File: src/rtl/core/cntdb_pkg.sv
package cntdb_pkg;

  localparam int DIFF_W      = 16;
  localparam int RAD_SHIFT   = 20;
  localparam int RAD_W       = DIFF_W + RAD_SHIFT;
  localparam int ROOT_W      = RAD_W / 2;
  localparam int REM_W       = ROOT_W + 2;
  localparam int SQRT_STAGES = 9;
  localparam int SQRT_STEPS  = ROOT_W / SQRT_STAGES;
  localparam int FRAC        = 16;
  localparam int LEAD_W      = 15;
  localparam int MUL0_W      = ROOT_W + LEAD_W;
  localparam int Y_W         = 48;
  localparam int PROD_W      = Y_W + ROOT_W + 1;
  localparam int OUT_W       = 20;
  localparam int LATENCY     = 1 + SQRT_STAGES + 2 + 4 * 2 + 1;

  localparam logic [DIFF_W-1:0] OFFSET_RESET = DIFF_W'(3000);
  localparam logic [OUT_W-1:0]  CN_DB_MAX    = OUT_W'(588570);
  localparam logic [LEAD_W-1:0] C_LEAD       = LEAD_W'(16346);

  localparam logic signed [Y_W-1:0] C_K0 = Y_W'(64'd143410 << FRAC);
  localparam logic signed [Y_W-1:0] C_K1 = Y_W'(64'd502590 << FRAC);
  localparam logic signed [Y_W-1:0] C_K2 = Y_W'(64'd889770 << FRAC);
  localparam logic signed [Y_W-1:0] C_K3 = Y_W'(64'd895650 << FRAC);
  localparam logic signed [Y_W-1:0] C_K4 = Y_W'(64'd588570 << FRAC);

  typedef struct packed {
    logic [RAD_W-1:0]  rad;
    logic [REM_W-1:0]  rem;
    logic [ROOT_W-1:0] root;
  } sqrt_work_t;

  typedef struct packed {
    logic                  neg;
    logic signed [Y_W-1:0] coef;
  } horner_coef_t;

endpackage

File: src/rtl/core/cntdb_horner_step.sv
module cntdb_horner_step (
  input  logic                              clk,
  input  logic                              rst,
  input  logic                              in_valid,
  input  logic [cntdb_pkg::ROOT_W-1:0]      x_in,
  input  logic signed [cntdb_pkg::Y_W-1:0]  y_in,
  input  cntdb_pkg::horner_coef_t           coef,
  output logic                              out_valid,
  output logic [cntdb_pkg::ROOT_W-1:0]      x_out,
  output logic signed [cntdb_pkg::Y_W-1:0]  y_out
);

  logic signed [cntdb_pkg::PROD_W-1:0] prod_next;
  logic signed [cntdb_pkg::PROD_W-1:0] prod;
  logic signed [cntdb_pkg::PROD_W-1:0] prod_shifted;
  logic signed [cntdb_pkg::Y_W-1:0]    term;
  logic signed [cntdb_pkg::Y_W-1:0]    y_next;
  logic [cntdb_pkg::ROOT_W-1:0]        x_mid;
  logic                                valid_mid;

  assign prod_next = $signed({1'b0, x_in}) * y_in;

  // Arithmetic shift floors toward minus infinity.
  assign prod_shifted = prod >>> cntdb_pkg::FRAC;
  assign term         = prod_shifted[cntdb_pkg::Y_W-1:0];
  assign y_next       = coef.neg ? (coef.coef - term) : (term + coef.coef);

  always_ff @(posedge clk) begin
    if (rst) begin
      valid_mid <= 1'b0;
      out_valid <= 1'b0;
    end else begin
      valid_mid <= in_valid;
      out_valid <= valid_mid;
    end
  end

  always_ff @(posedge clk) begin
    prod  <= prod_next;
    x_mid <= x_in;
    y_out <= y_next;
    x_out <= x_mid;
  end

endmodule

File: config.mk
export PLATFORM = sky130hd
export DESIGN_NAME = cntdb_horner_step
export DESIGN_NICKNAME = d
export VERILOG_FILES = /design/src/rtl/core/cntdb_pkg.sv /design/src/rtl/core/cntdb_horner_step.sv
export SDC_FILE = /design/constraint.sdc
export NUM_CORES = 2
export LEC_CHECK = 0
export BUFFER_PORTS_ARGS = -buffer_cell sky130_fd_sc_hd__buf_4
export CAP_MARGIN = 40
export CORE_ASPECT_RATIO = 1.1
export CORE_MARGIN = 5
export CORE_UTILIZATION = 27
export CTS_CLUSTER_DIAMETER = 120
export DETAILED_ROUTE_END_ITERATION = 16
export PLACE_DENSITY = 0.5
export SLEW_MARGIN = 5
export SYNTH_ARGS = -nofsm -noshare
export SYNTH_HDL_FRONTEND = slang
export SYNTH_SLANG_ARGS = --single-unit
File: constraint.sdc
create_clock -name clk -period 15.45 [get_ports clk]
set_input_delay 3.8625 -clock clk [delete_from_list [all_inputs] [get_ports clk]]
set_output_delay 3.8625 -clock clk [all_outputs]
set_load 0.02 [all_outputs]
### After elaboration in Yosys (flattened, before gate mapping)

Index checks and enable logic that the tools add are counted.

| cells by class | value |
|---|---|
| equality and inequality tests | 0 |
| add/subtract/negate cells | 2 |
| order comparisons | 0 |
| div/mod/pow operators | 0 |
| shift-type cells | 0 |
| reductions and logical operators | 0 |
| bitwise gates (word level) | 0 |
| muxes and demuxes | 1 |
| $mul | 1 |

Operator list:

| operator | count |
|---|---|
| $mul A19 B48 Y64 | 1 |
| $add A48 B48 Y48 | 1 |
| $mux W48 | 1 |
| $sub A48 B48 Y48 | 1 |

| word-level totals | value |
|---|---|
| memories kept | 0 |
| output and inout port bits | 67 |
| word-level logic and storage cells | 10 |
| bits in latches | 0 |
| flip-flop bits (word level) | 150 |
| bits in writable memories | 0 |
| input bits | 118 |
| memory bits (read-only) | 0 |

### Logic depth before layout (Yosys ltp)

| logic depth | value |
|---|---|
| depth in word-level cells | 2 |
| mapped depth | 25 |

### Worst setup path after synthesis

Ideal clock, no wire load.

| timing path | value |
|---|---|
| path type | input to register |
| start point | in x_in[4] (netlist name) |
| end point | reg prod[56] (netlist name) |
| arrival | 9,674 ps |
| path slack | 5,654 ps |
| stages | 23 |
| path buffers | 3 |
| cell sequence | clkbuf_1 clkbuf_1 nand2_1 fa_1 fa_1 fa_1 inv_1 fa_1 fa_1 inv_1 fa_1 inv_1 ha_1 and3_1 buf_2 nand2_1 and3b_1 o32a_1 nor3_2 a2111o_1 a31oi_1 or2_1 xor2_1 |

| on the way | value |
|---|---|
| cells in the longest elaborated chain, start to end | 1 |

RTL lines:

| item | line | RTL |
|---|---|---|
| start, declared | cntdb_horner_step.sv:5 | `input logic [cntdb_pkg::ROOT_W-1:0] x_in,` |
| $mul A19 B48 Y64 | cntdb_horner_step.sv:21 | `assign prod_next = $signed({1'b0, x_in}) * y_in;` |
| net prod_next (one bit) | cntdb_horner_step.sv:13 | `logic signed [cntdb_pkg::PROD_W-1:0] prod_next;` |
| end signal, assigned | cntdb_horner_step.sv:39 | `prod <= prod_next;` |
| end, declared | cntdb_horner_step.sv:14 | `logic signed [cntdb_pkg::PROD_W-1:0] prod;` |

The timed path passes the listed nets, and every way through them passes these cells.
A chain may end at the register's enable or synchronous reset.

### Final worst setup path

| timing path | value |
|---|---|
| start point | in x_in[10] (netlist name) |
| end point | reg prod[39] (netlist name) |

Same word-level chain as after synthesis.

==> results.sh <==
export IMPL_syn_num_nets=5014
export IMPL_coreArea_mm2=0.1286
export IMPL_synth_edf_count=0
export IMPL_slew_headroom_pct=45.54
export IMPL_clkTransAtPathRegs_ns=0.06
export IMPL_ys_flop_type="dfxtp_1"
export IMPL_initial_core_util_pct=27.17
export IMPL_end_kind="flip-flop"
export IMPL_drt_first_pass_iters=5
export IMPL_final_cell_mix="inv_1, fa_1, and2_1"
export IMPL_instances_no_fill=5642
export IMPL_dp_cells=5605
export IMPL_yosys_area_top_type_share_pct=45.42
export IMPL_synthArstFlopShare_pct=0
export IMPL_crit_path_start_kind="primary input"
export IMPL_min_period_ns=10.25
export IMPL_final_common_cell="inv_1"
export IMPL_ys_warn_count=0
export IMPL_cp_endpoint="prod[39]"
export IMPL_crit_arrival_ns=10.63
export IMPL_clock_latency_ns=0.51
export IMPL_routed_wl_um=104000
export IMPL_numCtsBuffers=17
export IMPL_ys_top_cells_by_area="fa_1, inv_1, and2_1"
export IMPL_grt_overflow_total=0
export IMPL_reg2regPathDepth=16
export IMPL_cts_hold_fix_buffers=0
export IMPL_synth_cells=3907
export IMPL_wire_per_inst_um=18.43
export IMPL_r2r_slack_ns=10.63
export IMPL_critPathKind="primary input to flip-flop"
export IMPL_grt_setup_unrepaired="no"
export IMPL_rows=138
export IMPL_skew_ns=0.01539
export IMPL_rr_startpoint="prod[25]"
export IMPL_syn_to_final_growth_pct=9.863
export IMPL_vias=25100
export IMPL_synth_cell_type_count=83
export IMPL_hold_violations=0
export IMPL_track_usage_pct=15.55
export IMPL_via_per_inst=4.448
export IMPL_maxCapViolations=0
export IMPL_fp_dieW_um=353.0
export IMPL_place_hpwl_um=82620
export IMPL_cts_root_buf="clkbuf_16"
export IMPL_die_area_mm2=0.1367
export IMPL_synth_area_mm2=0.03495
export IMPL_setup_viol=0
export IMPL_htreeDepth=4
export IMPL_status="finished, final reports clean"
export IMPL_nets=5051
export IMPL_route_detailed_drc=0
export IMPL_drv_slew=0
export IMPL_ys_seq_area_share_pct=7.676
export IMPL_synth_top_area_cell="fa_1"
export IMPL_antenna_left=0
export IMPL_post_cts_buffers=0
export IMPL_syn_avg_cell_area_um2=8.945
export IMPL_grt_pass1_vias=27410
export IMPL_yosys_register_bits=134
export IMPL_cp_required_ns=15.83
export IMPL_place_gp_congestion=0.8643
export IMPL_period_share_pct=66.37
export IMPL_drive_gt1_share_pct=6.345
export IMPL_cts_sinks=134
export IMPL_tritoncts="done"
export IMPL_cts_buffer_depth=2
export IMPL_grt_max_degree=50
export IMPL_grt_antenna_before_repair=8
export IMPL_portBuffers=184
export IMPL_grt_pass1_wl_um=163600
export IMPL_tns_ns=0
export IMPL_worst_slew_pin_slew_ns=0.8060
export IMPL_cp_startpoint="x_in[10]"
export IMPL_path_max_fanout=49
export IMPL_reg2reg_to="y_out[46]"
export IMPL_hold_path_class="flip-flop to flip-flop"
export IMPL_cts_resized=0
export IMPL_drtIter0Drc=1068
export IMPL_max_freq_ghz=0.09752
export IMPL_die_h_um=387.3
export IMPL_num_io_pins=185
[stage by stage]
step / worst slack, ns / hold WS, ns / util (%) / area, um2
3_5_place_dp: 4.689 / 0.3121 / 29.39 / 37810
6_report: 5.195 / 0.3260 / 29.85 / 38400
3_3_place_gp: 4.800 / 0.3099 / 29.38 / 37800
2_1_floorplan: 5.654 / 0.3096 / - / 34950
5_1_grt: 5.005 / 0.3329 / 29.84 / 38390
4_1_cts: 5.277 / 0.3268 / 29.84 / 38380
[state kept, by name, summed over array words and instances (netlist names)]
name	flops
out_valid	1
prod	48
x_out	18
valid_mid	1
x_mid	18
y_out	48
[kinds of logic (layout without fill, tap and decap cells)]
kind of cell / count (synthesis) / in the layout / synth area share (%)
xor+xnor: 152 / 152 / 3.831
simple gates: 1137 / 1137 / 17.03
buf+inv: 1123 / 1172 / 12.11
mux: 3 / 3 / 0.08592
flops: 134 / 134 / 7.676
other cells: 0 / 6 / 0
compound gates: 369 / 369 / 6.834
fa+ha+maj: 989 / 989 / 52.44
[layout make-up]
cell class,instances,area [um2]
Fill cell,13660,90240
Multi-Input combinational cell,2650,28040
Clock inverter,13,147.6
Inverter,954,3581
Tap cell,1680,2102
Sequential cell,134,2683
Antenna cell,6,15.01
Clock buffer,18,429.2
Timing Repair Buffer,187,1404
[worst min path at each step]
stage | start | to | depth (start not counted)
after global routing | x_mid[16] | x_out[16] | 0
after global placement | x_mid[16] | x_out[16] | 0
after detailed placement | x_mid[0] | x_out[0] | 0
final | x_mid[16] | x_out[16] | 0
after CTS | x_mid[12] | x_out[12] | 0
after floorplan | x_mid[0] | x_out[0] | 0
[cells in the mapped netlist (49+ instances only)]
cell,n
inv_1,954
a21o_1,67
nor2_1,59
and2_1,500
dfxtp_1,134
fa_1,793
ha_1,196
xnor2_1,108
a21oi_1,128
nand2_1,430
clkbuf_1,155
o21ai_0,49
[worst max-delay path, stage by stage]
cell      delay [ns]
buf_4           0.57
nand2_1         0.18
fa_1            0.58
inv_1           0.06
fa_1            0.39
inv_1           0.08
fa_1            0.41
inv_1           0.09
fa_1            0.41
fa_1            0.52
inv_1           0.06
fa_1            0.47
inv_1           0.04
ha_1            0.35
a21oi_1         0.18
o21a_1          0.15
nor4bb_1        0.72
nor2_1          0.24
a41oi_1         0.29
nand2_1         0.14
a41oi_1         0.45
o21ai_0         0.19
xor2_1          0.17
[layer usage]
layer	routed length, um	track usage (%)	up-vias
met2	48120	25.28	495
li1	-	-	11580
met3	4384	2.496	88
met4	2149	4.235	2
met1	49340	21.56	12930
met5	20	0	-
Power is not shown: default switching activity piles up to over one toggle a cycle in this logic, so the estimate is an artifact.
