[src/rtl/core/cntdb_pkg.sv]
package cntdb_pkg;

  localparam int DIFF_W      = 16;
  localparam int RAD_SHIFT   = 20;
  localparam int RAD_W       = DIFF_W + RAD_SHIFT;
  localparam int ROOT_W      = RAD_W / 2;
  localparam int REM_W       = ROOT_W + 2;
  localparam int SQRT_STAGES = 9;
  localparam int SQRT_STEPS  = ROOT_W / SQRT_STAGES;
  localparam int FRAC        = 16;
  localparam int LEAD_W      = 15;
  localparam int MUL0_W      = ROOT_W + LEAD_W;
  localparam int Y_W         = 48;
  localparam int PROD_W      = Y_W + ROOT_W + 1;
  localparam int OUT_W       = 20;
  localparam int LATENCY     = 1 + SQRT_STAGES + 2 + 4 * 2 + 1;

  localparam logic [DIFF_W-1:0] OFFSET_RESET = DIFF_W'(3000);
  localparam logic [OUT_W-1:0]  CN_DB_MAX    = OUT_W'(588570);
  localparam logic [LEAD_W-1:0] C_LEAD       = LEAD_W'(16346);

  localparam logic signed [Y_W-1:0] C_K0 = Y_W'(64'd143410 << FRAC);
  localparam logic signed [Y_W-1:0] C_K1 = Y_W'(64'd502590 << FRAC);
  localparam logic signed [Y_W-1:0] C_K2 = Y_W'(64'd889770 << FRAC);
  localparam logic signed [Y_W-1:0] C_K3 = Y_W'(64'd895650 << FRAC);
  localparam logic signed [Y_W-1:0] C_K4 = Y_W'(64'd588570 << FRAC);

  typedef struct packed {
    logic [RAD_W-1:0]  rad;
    logic [REM_W-1:0]  rem;
    logic [ROOT_W-1:0] root;
  } sqrt_work_t;

  typedef struct packed {
    logic                  neg;
    logic signed [Y_W-1:0] coef;
  } horner_coef_t;

endpackage

[src/rtl/core/cntdb_sqrt_stage.sv]
module cntdb_sqrt_stage (
  input  logic                   clk,
  input  logic                   rst,
  input  logic                   in_valid,
  input  cntdb_pkg::sqrt_work_t  in_work,
  output logic                   out_valid,
  output cntdb_pkg::sqrt_work_t  out_work
);

  cntdb_pkg::sqrt_work_t work_next;

  // One restoring digit step: bring down two radicand bits, try root*4+1.
  function automatic cntdb_pkg::sqrt_work_t sqrt_step(input cntdb_pkg::sqrt_work_t w);
    cntdb_pkg::sqrt_work_t     r;
    logic [cntdb_pkg::REM_W+1:0] shifted;
    logic [cntdb_pkg::REM_W+1:0] trial;
    r       = w;
    shifted = {w.rem, w.rad[cntdb_pkg::RAD_W-1 -: 2]};
    trial   = {2'b00, w.root, 2'b01};
    if (shifted >= trial) begin
      r.rem  = cntdb_pkg::REM_W'(shifted - trial);
      r.root = {w.root[cntdb_pkg::ROOT_W-2:0], 1'b1};
    end else begin
      r.rem  = cntdb_pkg::REM_W'(shifted);
      r.root = {w.root[cntdb_pkg::ROOT_W-2:0], 1'b0};
    end
    r.rad = w.rad << 2;
    return r;
  endfunction

  always_comb begin
    work_next = in_work;
    for (int i = 0; i < cntdb_pkg::SQRT_STEPS; i++) begin
      work_next = sqrt_step(work_next);
    end
  end

  always_ff @(posedge clk) begin
    if (rst) begin
      out_valid <= 1'b0;
    end else begin
      out_valid <= in_valid;
    end
  end

  always_ff @(posedge clk) begin
    out_work <= work_next;
  end

endmodule

[config.mk]
export PLATFORM = sky130hd
export DESIGN_NAME = cntdb_sqrt_stage
export DESIGN_NICKNAME = d
export VERILOG_FILES = /design/src/rtl/core/cntdb_pkg.sv /design/src/rtl/core/cntdb_sqrt_stage.sv
export SDC_FILE = /design/constraint.sdc
export NUM_CORES = 1
export LEC_CHECK = 0
export BUFFER_PORTS_ARGS = -buffer_cell sky130_fd_sc_hd__buf_2
export CORE_MARGIN = 5
export CORE_UTILIZATION = 50
export CTS_CLUSTER_SIZE = 30
export DETAILED_ROUTE_END_ITERATION = 8
export MAX_ROUTING_LAYER = met4
export PLACE_DENSITY = 0.91
export SYNTH_ARGS = -nofsm -noshare
export SYNTH_HDL_FRONTEND = slang
export SYNTH_SLANG_ARGS = --single-unit
[constraint.sdc]
create_clock -name clk -period 11.3 [get_ports clk]
set_input_delay 0 -clock clk [delete_from_list [all_inputs] [get_ports clk]]
set_output_delay 0 -clock clk [all_outputs]
set_load 0.02 [all_outputs]
## Yosys cells after proc, flatten, opt, wreduce, memory -nomap -nowiden

Cells that the tools add are included.

| storage, ports and cells | value |
|---|---|
| flip-flop bits (word level) | 71 |
| latch bits | 0 |
| bits in writable memories | 0 |
| memory bits (read-only) | 0 |
| bits of input ports | 77 |
| output and inout bits | 75 |
| logic and storage cells | 10 |
| memories kept | 0 |

| operators by class | value |
|---|---|
| add/sub/neg operators | 2 |
| multiply operators | 0 |
| div/mod/pow operators | 0 |
| magnitude comparators | 2 |
| equality and inequality tests | 0 |
| shifts and indexed selects | 0 |
| mux-type cells | 2 |
| bitwise operators | 0 |
| reductions and logical operators | 0 |

Operators by type and width:

| operator | number |
|---|---|
| 2-to-1 mux 38 bit | 2 |
| >= comparator 22 x 20 -> 1 bit | 2 |
| subtractor 20 bit | 2 |

## Longest topological paths before layout

Gate-level depths: netlist of run 1.

| depth | value |
|---|---|
| word-level depth | 4 |
| mapped depth | 23 |
| depth with buffers taken out | 21 |

## Worst setup path after synthesis of run 1

Ideal clock, no wire load.

| timing | value |
|---|---|
| path kind | input to register |
| from | input port in_work[2] (netlist bit) |
| to | register out_work[22] (netlist bit) |
| setup time | 121 ps |
| data arrival time | 4333 ps |
| data required time | 11179 ps |
| path slack | 6846 ps |
| cell stages on the path | 21 |
| path buffers | 2 |
| cells stage by stage | inv_1 ha_1 a21o_1 a21oi_2 a211oi_2 nor3_2 a21oi_4 nor2_2 clkbuf_1 o21ai_0 ha_1 and3_1 and2_1 and4_1 nand3_1 or4_1 o32ai_2 o31ai_2 and2_4 buf_12 mux2_4 |

RTL lines:

| item | line | source |
|---|---|---|
| from (decl) | cntdb_sqrt_stage.sv:5 | `input cntdb_pkg::sqrt_work_t in_work,` |
| to (signal assigned) | cntdb_sqrt_stage.sv:47 | `out_work <= work_next;` |
| to (decl) | cntdb_sqrt_stage.sv:7 | `output cntdb_pkg::sqrt_work_t out_work` |

==> impl_metrics.env, run 1 <==
export IMPL_irDropWorstVdd_mv=0.0859
export IMPL_power_frac_seq_pct=32.3
export IMPL_numCtsBuffers=9
export IMPL_yosys_warnings=0
export IMPL_gr_total_overflow=0
export IMPL_cts_htree_levels=3
export IMPL_post_synth_instance_area_sq_um=4160
export IMPL_io_buffers=147
export IMPL_power_leakage_uw=0.00273
export IMPL_clock_tree_from_tritoncts="yes"
export IMPL_drt_wirelength_per_cell_um=18.2
export IMPL_seq_area_frac_synth_pct=34.2
export IMPL_rsz0062_at_grt="no"
export IMPL_place_hpwl_mm=9.71
export IMPL_total_negative_setup_slack_ps=0
export IMPL_postSynthCellCount=446
export IMPL_clock_tree_buffer_depth=2
export IMPL_result_of_the_run="completed"
export IMPL_post_route_drc_count=0
export IMPL_crit_path_max_fanout=21
export IMPL_net_switching_share_of_the_total_power_pct=40.5
export IMPL_layout_nets=761
export IMPL_synth_edf_count=0
export IMPL_vias=4250
export IMPL_dieArea_sq_um=10200
export IMPL_hold_class="input port to register"
export IMPL_floorplan_rows=33
export IMPL_timing_worst_setup_path_type="input port to register"
export IMPL_detailed_route_iter0_violations=370
export IMPL_p_switching_uw=389
export IMPL_setup_worst_path_end_class="register"
export IMPL_ys_ff_latch=71
export IMPL_drtAntennaViolNets=0
export IMPL_syn_mean_instance_area_sq_um=9.32
export IMPL_whs_ps=45.2
export IMPL_max_slew_margin_rel_pct=53.3
export IMPL_powerDensity_nw_per_um2=171
export IMPL_postSynth_topFlopCell="sky130_fd_sc_hd__dfxtp_1"
export IMPL_initial_antenna_violation_count=0
export IMPL_timing_critical_path_arrival_ps=6100
export IMPL_viasPerCell=5.63
export IMPL_cp_startpoint_kind="input port"
export IMPL_synth_top_area_share_pct=34.2
export IMPL_synth_lib_cells_used_distinct=71
export IMPL_final_layout_size_suffix_gt1_share_pct=30.8
export IMPL_grt_pass1_wl_mm=22.0
export IMPL_cap_violations=0
export IMPL_core_area_sq_um=8180
export IMPL_via_count_of_the_first_global_routing_pass=4391
export IMPL_clock_sinks=71
export IMPL_clockPowerShare_pct=20.1
export IMPL_initial_core_util_pct=50.8
export IMPL_worst_ep_required_time_ps=11530
export IMPL_timing_fmax_mhz=170
export IMPL_pre_cts_ws_ps=5730
export IMPL_cts_setup_buffers=0
export IMPL_area_growth_synth_to_final_pct=35.1
export IMPL_place_inst=687
export IMPL_grt_max_degree=22
export IMPL_setup_slack_ps=5430
export IMPL_cts_clk_slew_worst_paths_ps=90
export IMPL_finalHoldViolCount=0
export IMPL_grt_usage_pct=27.9
export IMPL_wire_length_reported_by_the_detailed_router_mm=13.8
export IMPL_synth_largest_area_cell="sky130_fd_sc_hd__dfxtp_1"
export IMPL_top_level_ports=152
export IMPL_cellInternalPower_uw=571
export IMPL_gpl_final_weighted_congestion=0.959
export IMPL_fraction_of_synthesis_flops_using_an_asynchronous_set_or_reset_pin_pct=0
export IMPL_die_w_um=101
export IMPL_placement_cell_area_sq_um=4920
export IMPL_final_area_sq_um=5610
export IMPL_slew_viol_final=0
export IMPL_hold_depth=4
export IMPL_synth_top_cells_by_area="sky130_fd_sc_hd__dfxtp_1 (34%), sky130_fd_sc_hd__ha_1 (12%), sky130_fd_sc_hd__xnor2_1 (4.6%)"
export IMPL_layoutNonFillerInstCount=755
export IMPL_drtPass1Iterations=5
export IMPL_clockRootBuffer="sky130_fd_sc_hd__clkbuf_8"
export IMPL_die_h_um=101
export IMPL_slew_at_the_pin_with_the_worst_max_slew_slack_ps=691
export IMPL_period_share_pct=51.9
export IMPL_share_comb_of_total_power_pct=47.6
export IMPL_finalWorstPathRequiredPeriod_ps=5870
export IMPL_finalSetupViolCount=0
worst max-delay path, stage by stage:
cell	delay [ps]
sky130_fd_sc_hd__dlygate4sd3_1	550
sky130_fd_sc_hd__buf_2	130
sky130_fd_sc_hd__inv_1	60
sky130_fd_sc_hd__ha_1	380
sky130_fd_sc_hd__a21oi_1	160
sky130_fd_sc_hd__o21ai_1	140
sky130_fd_sc_hd__and2_1	210
sky130_fd_sc_hd__nor3_2	270
sky130_fd_sc_hd__a21oi_4	120
sky130_fd_sc_hd__nor2_2	420
sky130_fd_sc_hd__buf_4	350
sky130_fd_sc_hd__mux2_2	390
sky130_fd_sc_hd__ha_1	350
sky130_fd_sc_hd__a21o_1	200
sky130_fd_sc_hd__a21o_1	170
sky130_fd_sc_hd__a21oi_1	170
sky130_fd_sc_hd__nor2_1	70
sky130_fd_sc_hd__a211oi_1	220
sky130_fd_sc_hd__o31a_1	190
sky130_fd_sc_hd__o32ai_2	90
sky130_fd_sc_hd__o31ai_2	600
sky130_fd_sc_hd__and2_4	500
sky130_fd_sc_hd__mux2_4	340
worst paths after layout:
check	endpoint	startpoint	slack (ps)
worst max-delay path	out_work[29]$_DFF_P_	in_work[7]	5430
worst min-delay path	out_work[23]$_DFF_P_	in_work[19]	50
registers in the layout, indices dropped and copies added, names as in the netlist:
| register | flops |
|---|---|
| out_valid | 1 |
| out_work | 70 |
power groups by stage:
stage / Combinational, uW / Sequential (uW) / Clock [uW]
detailed placement: 428 / 314 / 0
global placement: 422 / 312 / 0
global route: 490 / 313 / 202
floorplan: 259 / 372 / 0
CTS: 444 / 308 / 192
finish: 457 / 310 / 193
cell type report:
type                            count  area, sq um
Antenna cell                        1         2.50
Clock buffer                        9          124
Clock inverter                      7         55.1
Fill cell                         607         2560
Inverter                           38          143
Multi-Input combinational cell    325         2480
Sequential cell                    71         1420
Tap cell                          105          131
Timing Repair Buffer              199         1250
timing repair:
action                                  4_1_cts  5_1_grt
gates resized for setup                       0        0
hold buffers                                 51        0
endpoints found under the hold margin        50        0
endpoints found under the setup margin        0        0
placed cells by master (no fill, tap or decap), types with 14 or more instances in the layout:
| master | count |
|---|---|
| sky130_fd_sc_hd__inv_1 | 38 |
| sky130_fd_sc_hd__dfxtp_1 | 71 |
| sky130_fd_sc_hd__a21o_1 | 18 |
| sky130_fd_sc_hd__nand3_1 | 14 |
| sky130_fd_sc_hd__buf_2 | 147 |
| sky130_fd_sc_hd__a21oi_1 | 33 |
| sky130_fd_sc_hd__ha_1 | 40 |
| sky130_fd_sc_hd__xnor2_1 | 22 |
| sky130_fd_sc_hd__dlygate4sd3_1 | 51 |
| sky130_fd_sc_hd__nor2_1 | 19 |
| sky130_fd_sc_hd__o21ai_0 | 26 |
| sky130_fd_sc_hd__nand2_1 | 31 |
per-layer routing:
layer,vias up,wire [um],global-route usage (%)
li1,1981,-,-
met1,2005,5640,33.4
met2,230,6560,46.3
met3,34,1160,4.89
met4,0,395,11.2
met5,-,0,-
synth_stat cells, types with 4 or more instances:
cell and number:
sky130_fd_sc_hd__xor2_1 11, sky130_fd_sc_hd__a21o_1 18, sky130_fd_sc_hd__nor3_1 8, sky130_fd_sc_hd__inv_1 38
sky130_fd_sc_hd__a31oi_1 5, sky130_fd_sc_hd__dfxtp_1 71, sky130_fd_sc_hd__nor2_1 19, sky130_fd_sc_hd__a21oi_1 33
sky130_fd_sc_hd__mux2_4 11, sky130_fd_sc_hd__xnor2_1 22, sky130_fd_sc_hd__ha_1 40, sky130_fd_sc_hd__o21ai_0 26
sky130_fd_sc_hd__buf_6 4, sky130_fd_sc_hd__nand2_1 31, sky130_fd_sc_hd__nand4_1 5, sky130_fd_sc_hd__mux2_2 4
sky130_fd_sc_hd__clkbuf_1 4, sky130_fd_sc_hd__buf_4 4, sky130_fd_sc_hd__o31ai_1 8, sky130_fd_sc_hd__nand3_1 14
stage by stage:
step	total power, uW	util [%]
after floorplan	631	-
after global placement	734	60.2
after detailed placement	741	60.2
after CTS	943	68.6
after global routing	1010	68.6
final	960	68.7
cell families after synthesis:
logic type / synth area share, %
XOR/XNOR: 7.34
multiplexers: 5.30
adder cells (fa/ha/maj): 12.0
flip-flops: 34.2
other: 0.0902
buffers and inverters: 6.32
AO/OA/AOI/OAI: 21.3
AND/OR/NAND/NOR: 13.4
Note: power is estimated with default switching activity, not from simulation.
==> run 2, diff against run 1 <==
==> constraint.sdc (replaced) <==
create_clock -name clk -period 5.47 [get_ports clk]
set_input_delay 0 -clock clk [delete_from_list [all_inputs] [get_ports clk]]
set_output_delay 0 -clock clk [all_outputs]
set_load 0.02 [all_outputs]
==> impl_metrics.env, run 2 (same netlist as run 1, synthesis figures left out) <==
export IMPL_gr_total_overflow=0
export IMPL_net_switching_share_of_the_total_power_pct=40.0
export IMPL_clock_tree_buffer_depth=2
export IMPL_rsz0062_at_grt="no"
export IMPL_worst_ep_required_time_ps=5760
export IMPL_p_switching_uw=807
export IMPL_cp_startpoint_kind="input port"
export IMPL_drtPass1Iterations=5
export IMPL_clockRootBuffer="sky130_fd_sc_hd__clkbuf_8"
export IMPL_dieArea_sq_um=10200
export IMPL_total_negative_setup_slack_ps=0
export IMPL_powerDensity_nw_per_um2=356
export IMPL_cellInternalPower_uw=1210
export IMPL_largest_register="out_work"
export IMPL_top_level_ports=152
export IMPL_design_power_total_uw=2010
export IMPL_detailed_route_iter0_violations=363
export IMPL_timing_worst_setup_path_type="input port to register"
export IMPL_initial_core_util_pct=50.8
export IMPL_finalSetupViolCount=0
export IMPL_die_h_um=101
export IMPL_area_growth_synth_to_final_pct=36.2
export IMPL_reg_top3="out_work (70), out_valid (1)"
export IMPL_grt_max_degree=21
export IMPL_drt_wirelength_per_cell_um=18.6
export IMPL_gpl_final_weighted_congestion=1.01
export IMPL_floorplan_rows=33
export IMPL_place_hpwl_mm=10.1
export IMPL_power_frac_seq_pct=31.9
export IMPL_via_count_of_the_first_global_routing_pass=4191
export IMPL_diodes=0
export IMPL_num_fill_cells=582
export IMPL_core_area_sq_um=8180
export IMPL_hold_class="input port to register"
export IMPL_fin_util_pct=69.2
export IMPL_vias=4238
export IMPL_result_of_the_run="completed"
export IMPL_slew_viol_final=0
export IMPL_timing_fmax_mhz=197
export IMPL_grt_usage_pct=28.0
export IMPL_finalHoldViolCount=0
export IMPL_power_leakage_uw=0.00276
export IMPL_wire_length_reported_by_the_detailed_router_mm=14.1
export IMPL_irDropWorstVdd_mv=0.121
export IMPL_finalWorstPathRequiredPeriod_ps=5070
export IMPL_drtAntennaViolNets=0
export IMPL_cap_violations=0
export IMPL_slew_at_the_pin_with_the_worst_max_slew_slack_ps=672
export IMPL_clock_tree_from_tritoncts="yes"
export IMPL_numCtsBuffers=9
export IMPL_initial_antenna_violation_count=0
export IMPL_share_comb_of_total_power_pct=47.3
export IMPL_viasPerCell=5.59
export IMPL_cts_htree_levels=3
export IMPL_largest_reg_flops=70
export IMPL_layout_nets=765
export IMPL_clock_sinks=71
export IMPL_final_layout_size_suffix_gt1_share_pct=31.1
export IMPL_crit_path_max_fanout=9
export IMPL_setup_worst_path_end_class="register"
export IMPL_period_share_pct=92.7
export IMPL_die_w_um=101
export IMPL_highest_count_cells_in_the_layout_ignoring_fill_and_taps="sky130_fd_sc_hd__buf_2 (147), sky130_fd_sc_hd__dfxtp_1 (71), sky130_fd_sc_hd__dlygate4sd3_1 (52)"
export IMPL_io_buffers=147
export IMPL_timing_critical_path_arrival_ps=5360
export IMPL_mostFrequentLayoutCell="sky130_fd_sc_hd__buf_2"
export IMPL_grt_pass1_wl_mm=21.7
export IMPL_clockPowerShare_pct=20.9
export IMPL_max_slew_margin_rel_pct=54.6
export IMPL_post_route_drc_count=0
export IMPL_cts_clk_slew_worst_paths_ps=90
-- run 2: cell count changes in the layout (fill, tap and decap cells not counted), sizes merged --
cell,before,now
buf,148,151
clkbuf,9,11
clkinvlp,2,1
diode,1,0
dlygate4sd3,51,52
inv,41,40
-- run 2: worst paths after layout --
| kind | startpoint | to | cells past startpoint |
|---|---|---|---|
| min | in_work[19] | out_work[23]$_DFF_P_ | 4 |
| max | in_work[2] | out_work[37]$_DFF_P_ | 22 |
-- run 2: power groups by stage --
stage,sequential [uW],clock [uW],combinational (uW)
6_report,643,420,952
5_1_grt,650,440,1020
4_1_cts,639,404,925
3_5_place_dp,651,0,889
3_3_place_gp,647,0,874
2_1_floorplan,769,0,535
-- run 2: final cells by class --
class	count	area [sq um]	area share [%]
multi-input cells	325	2490	44.0
clock inverters	5	38.8	0.685
repair buffers	203	1290	22.7
clock buffers	11	151	2.67
inverters	38	143	2.52
well taps	105	131	2.32
flip-flops and latches	71	1420	25.1
-- run 2: critical path, cell delays in order --
cell                            delay [ps]
sky130_fd_sc_hd__dlygate4sd3_1         530
sky130_fd_sc_hd__buf_2                 110
sky130_fd_sc_hd__inv_1                  60
sky130_fd_sc_hd__ha_1                  360
sky130_fd_sc_hd__a21o_1                190
sky130_fd_sc_hd__a21oi_2               270
sky130_fd_sc_hd__a211oi_2              130
sky130_fd_sc_hd__nor3_2                280
sky130_fd_sc_hd__a21oi_4               130
sky130_fd_sc_hd__nor2_4                250
sky130_fd_sc_hd__mux2_2                400
sky130_fd_sc_hd__ha_1                  370
sky130_fd_sc_hd__and3_1                260
sky130_fd_sc_hd__and2_1                170
sky130_fd_sc_hd__and4_1                220
sky130_fd_sc_hd__nand3_1                80
sky130_fd_sc_hd__or4_1                 490
sky130_fd_sc_hd__o32ai_2               280
sky130_fd_sc_hd__o31ai_2               110
sky130_fd_sc_hd__buf_4                 180
sky130_fd_sc_hd__a221oi_1              310
sky130_fd_sc_hd__a22o_1                180
-- run 2: per-layer routing --
layer  vias up  wire, um  global-route usage [%]
li1       1987         -                       -
met2       230      6820                    47.5
met4         0       554                    12.1
met1      1974      5640                    32.5
met5         -         0                       -
met3        47      1120                    4.68
-- run 2: through the flow --
stage	worst slack, ps	hold WS (ps)	std cells	area (sq um)
global route	69.1	70.3	758	5660
detailed placement	534	104	690	4940
global placement	624	102	690	4940
finish	398	29.9	758	5660
floorplan	1020	27.7	449	4170
CTS	338	35.6	758	5660
-- run 2: timing repair --
| action | in CTS | in global routing |
|---|---|---|
| gates resized for setup | 0 | 1 |
| setup buffers | 0 | 0 |
| hold endpoints to repair | 51 | 0 |
| hold buffers | 52 | 0 |
| endpoints found under the setup margin | 0 | 12 |
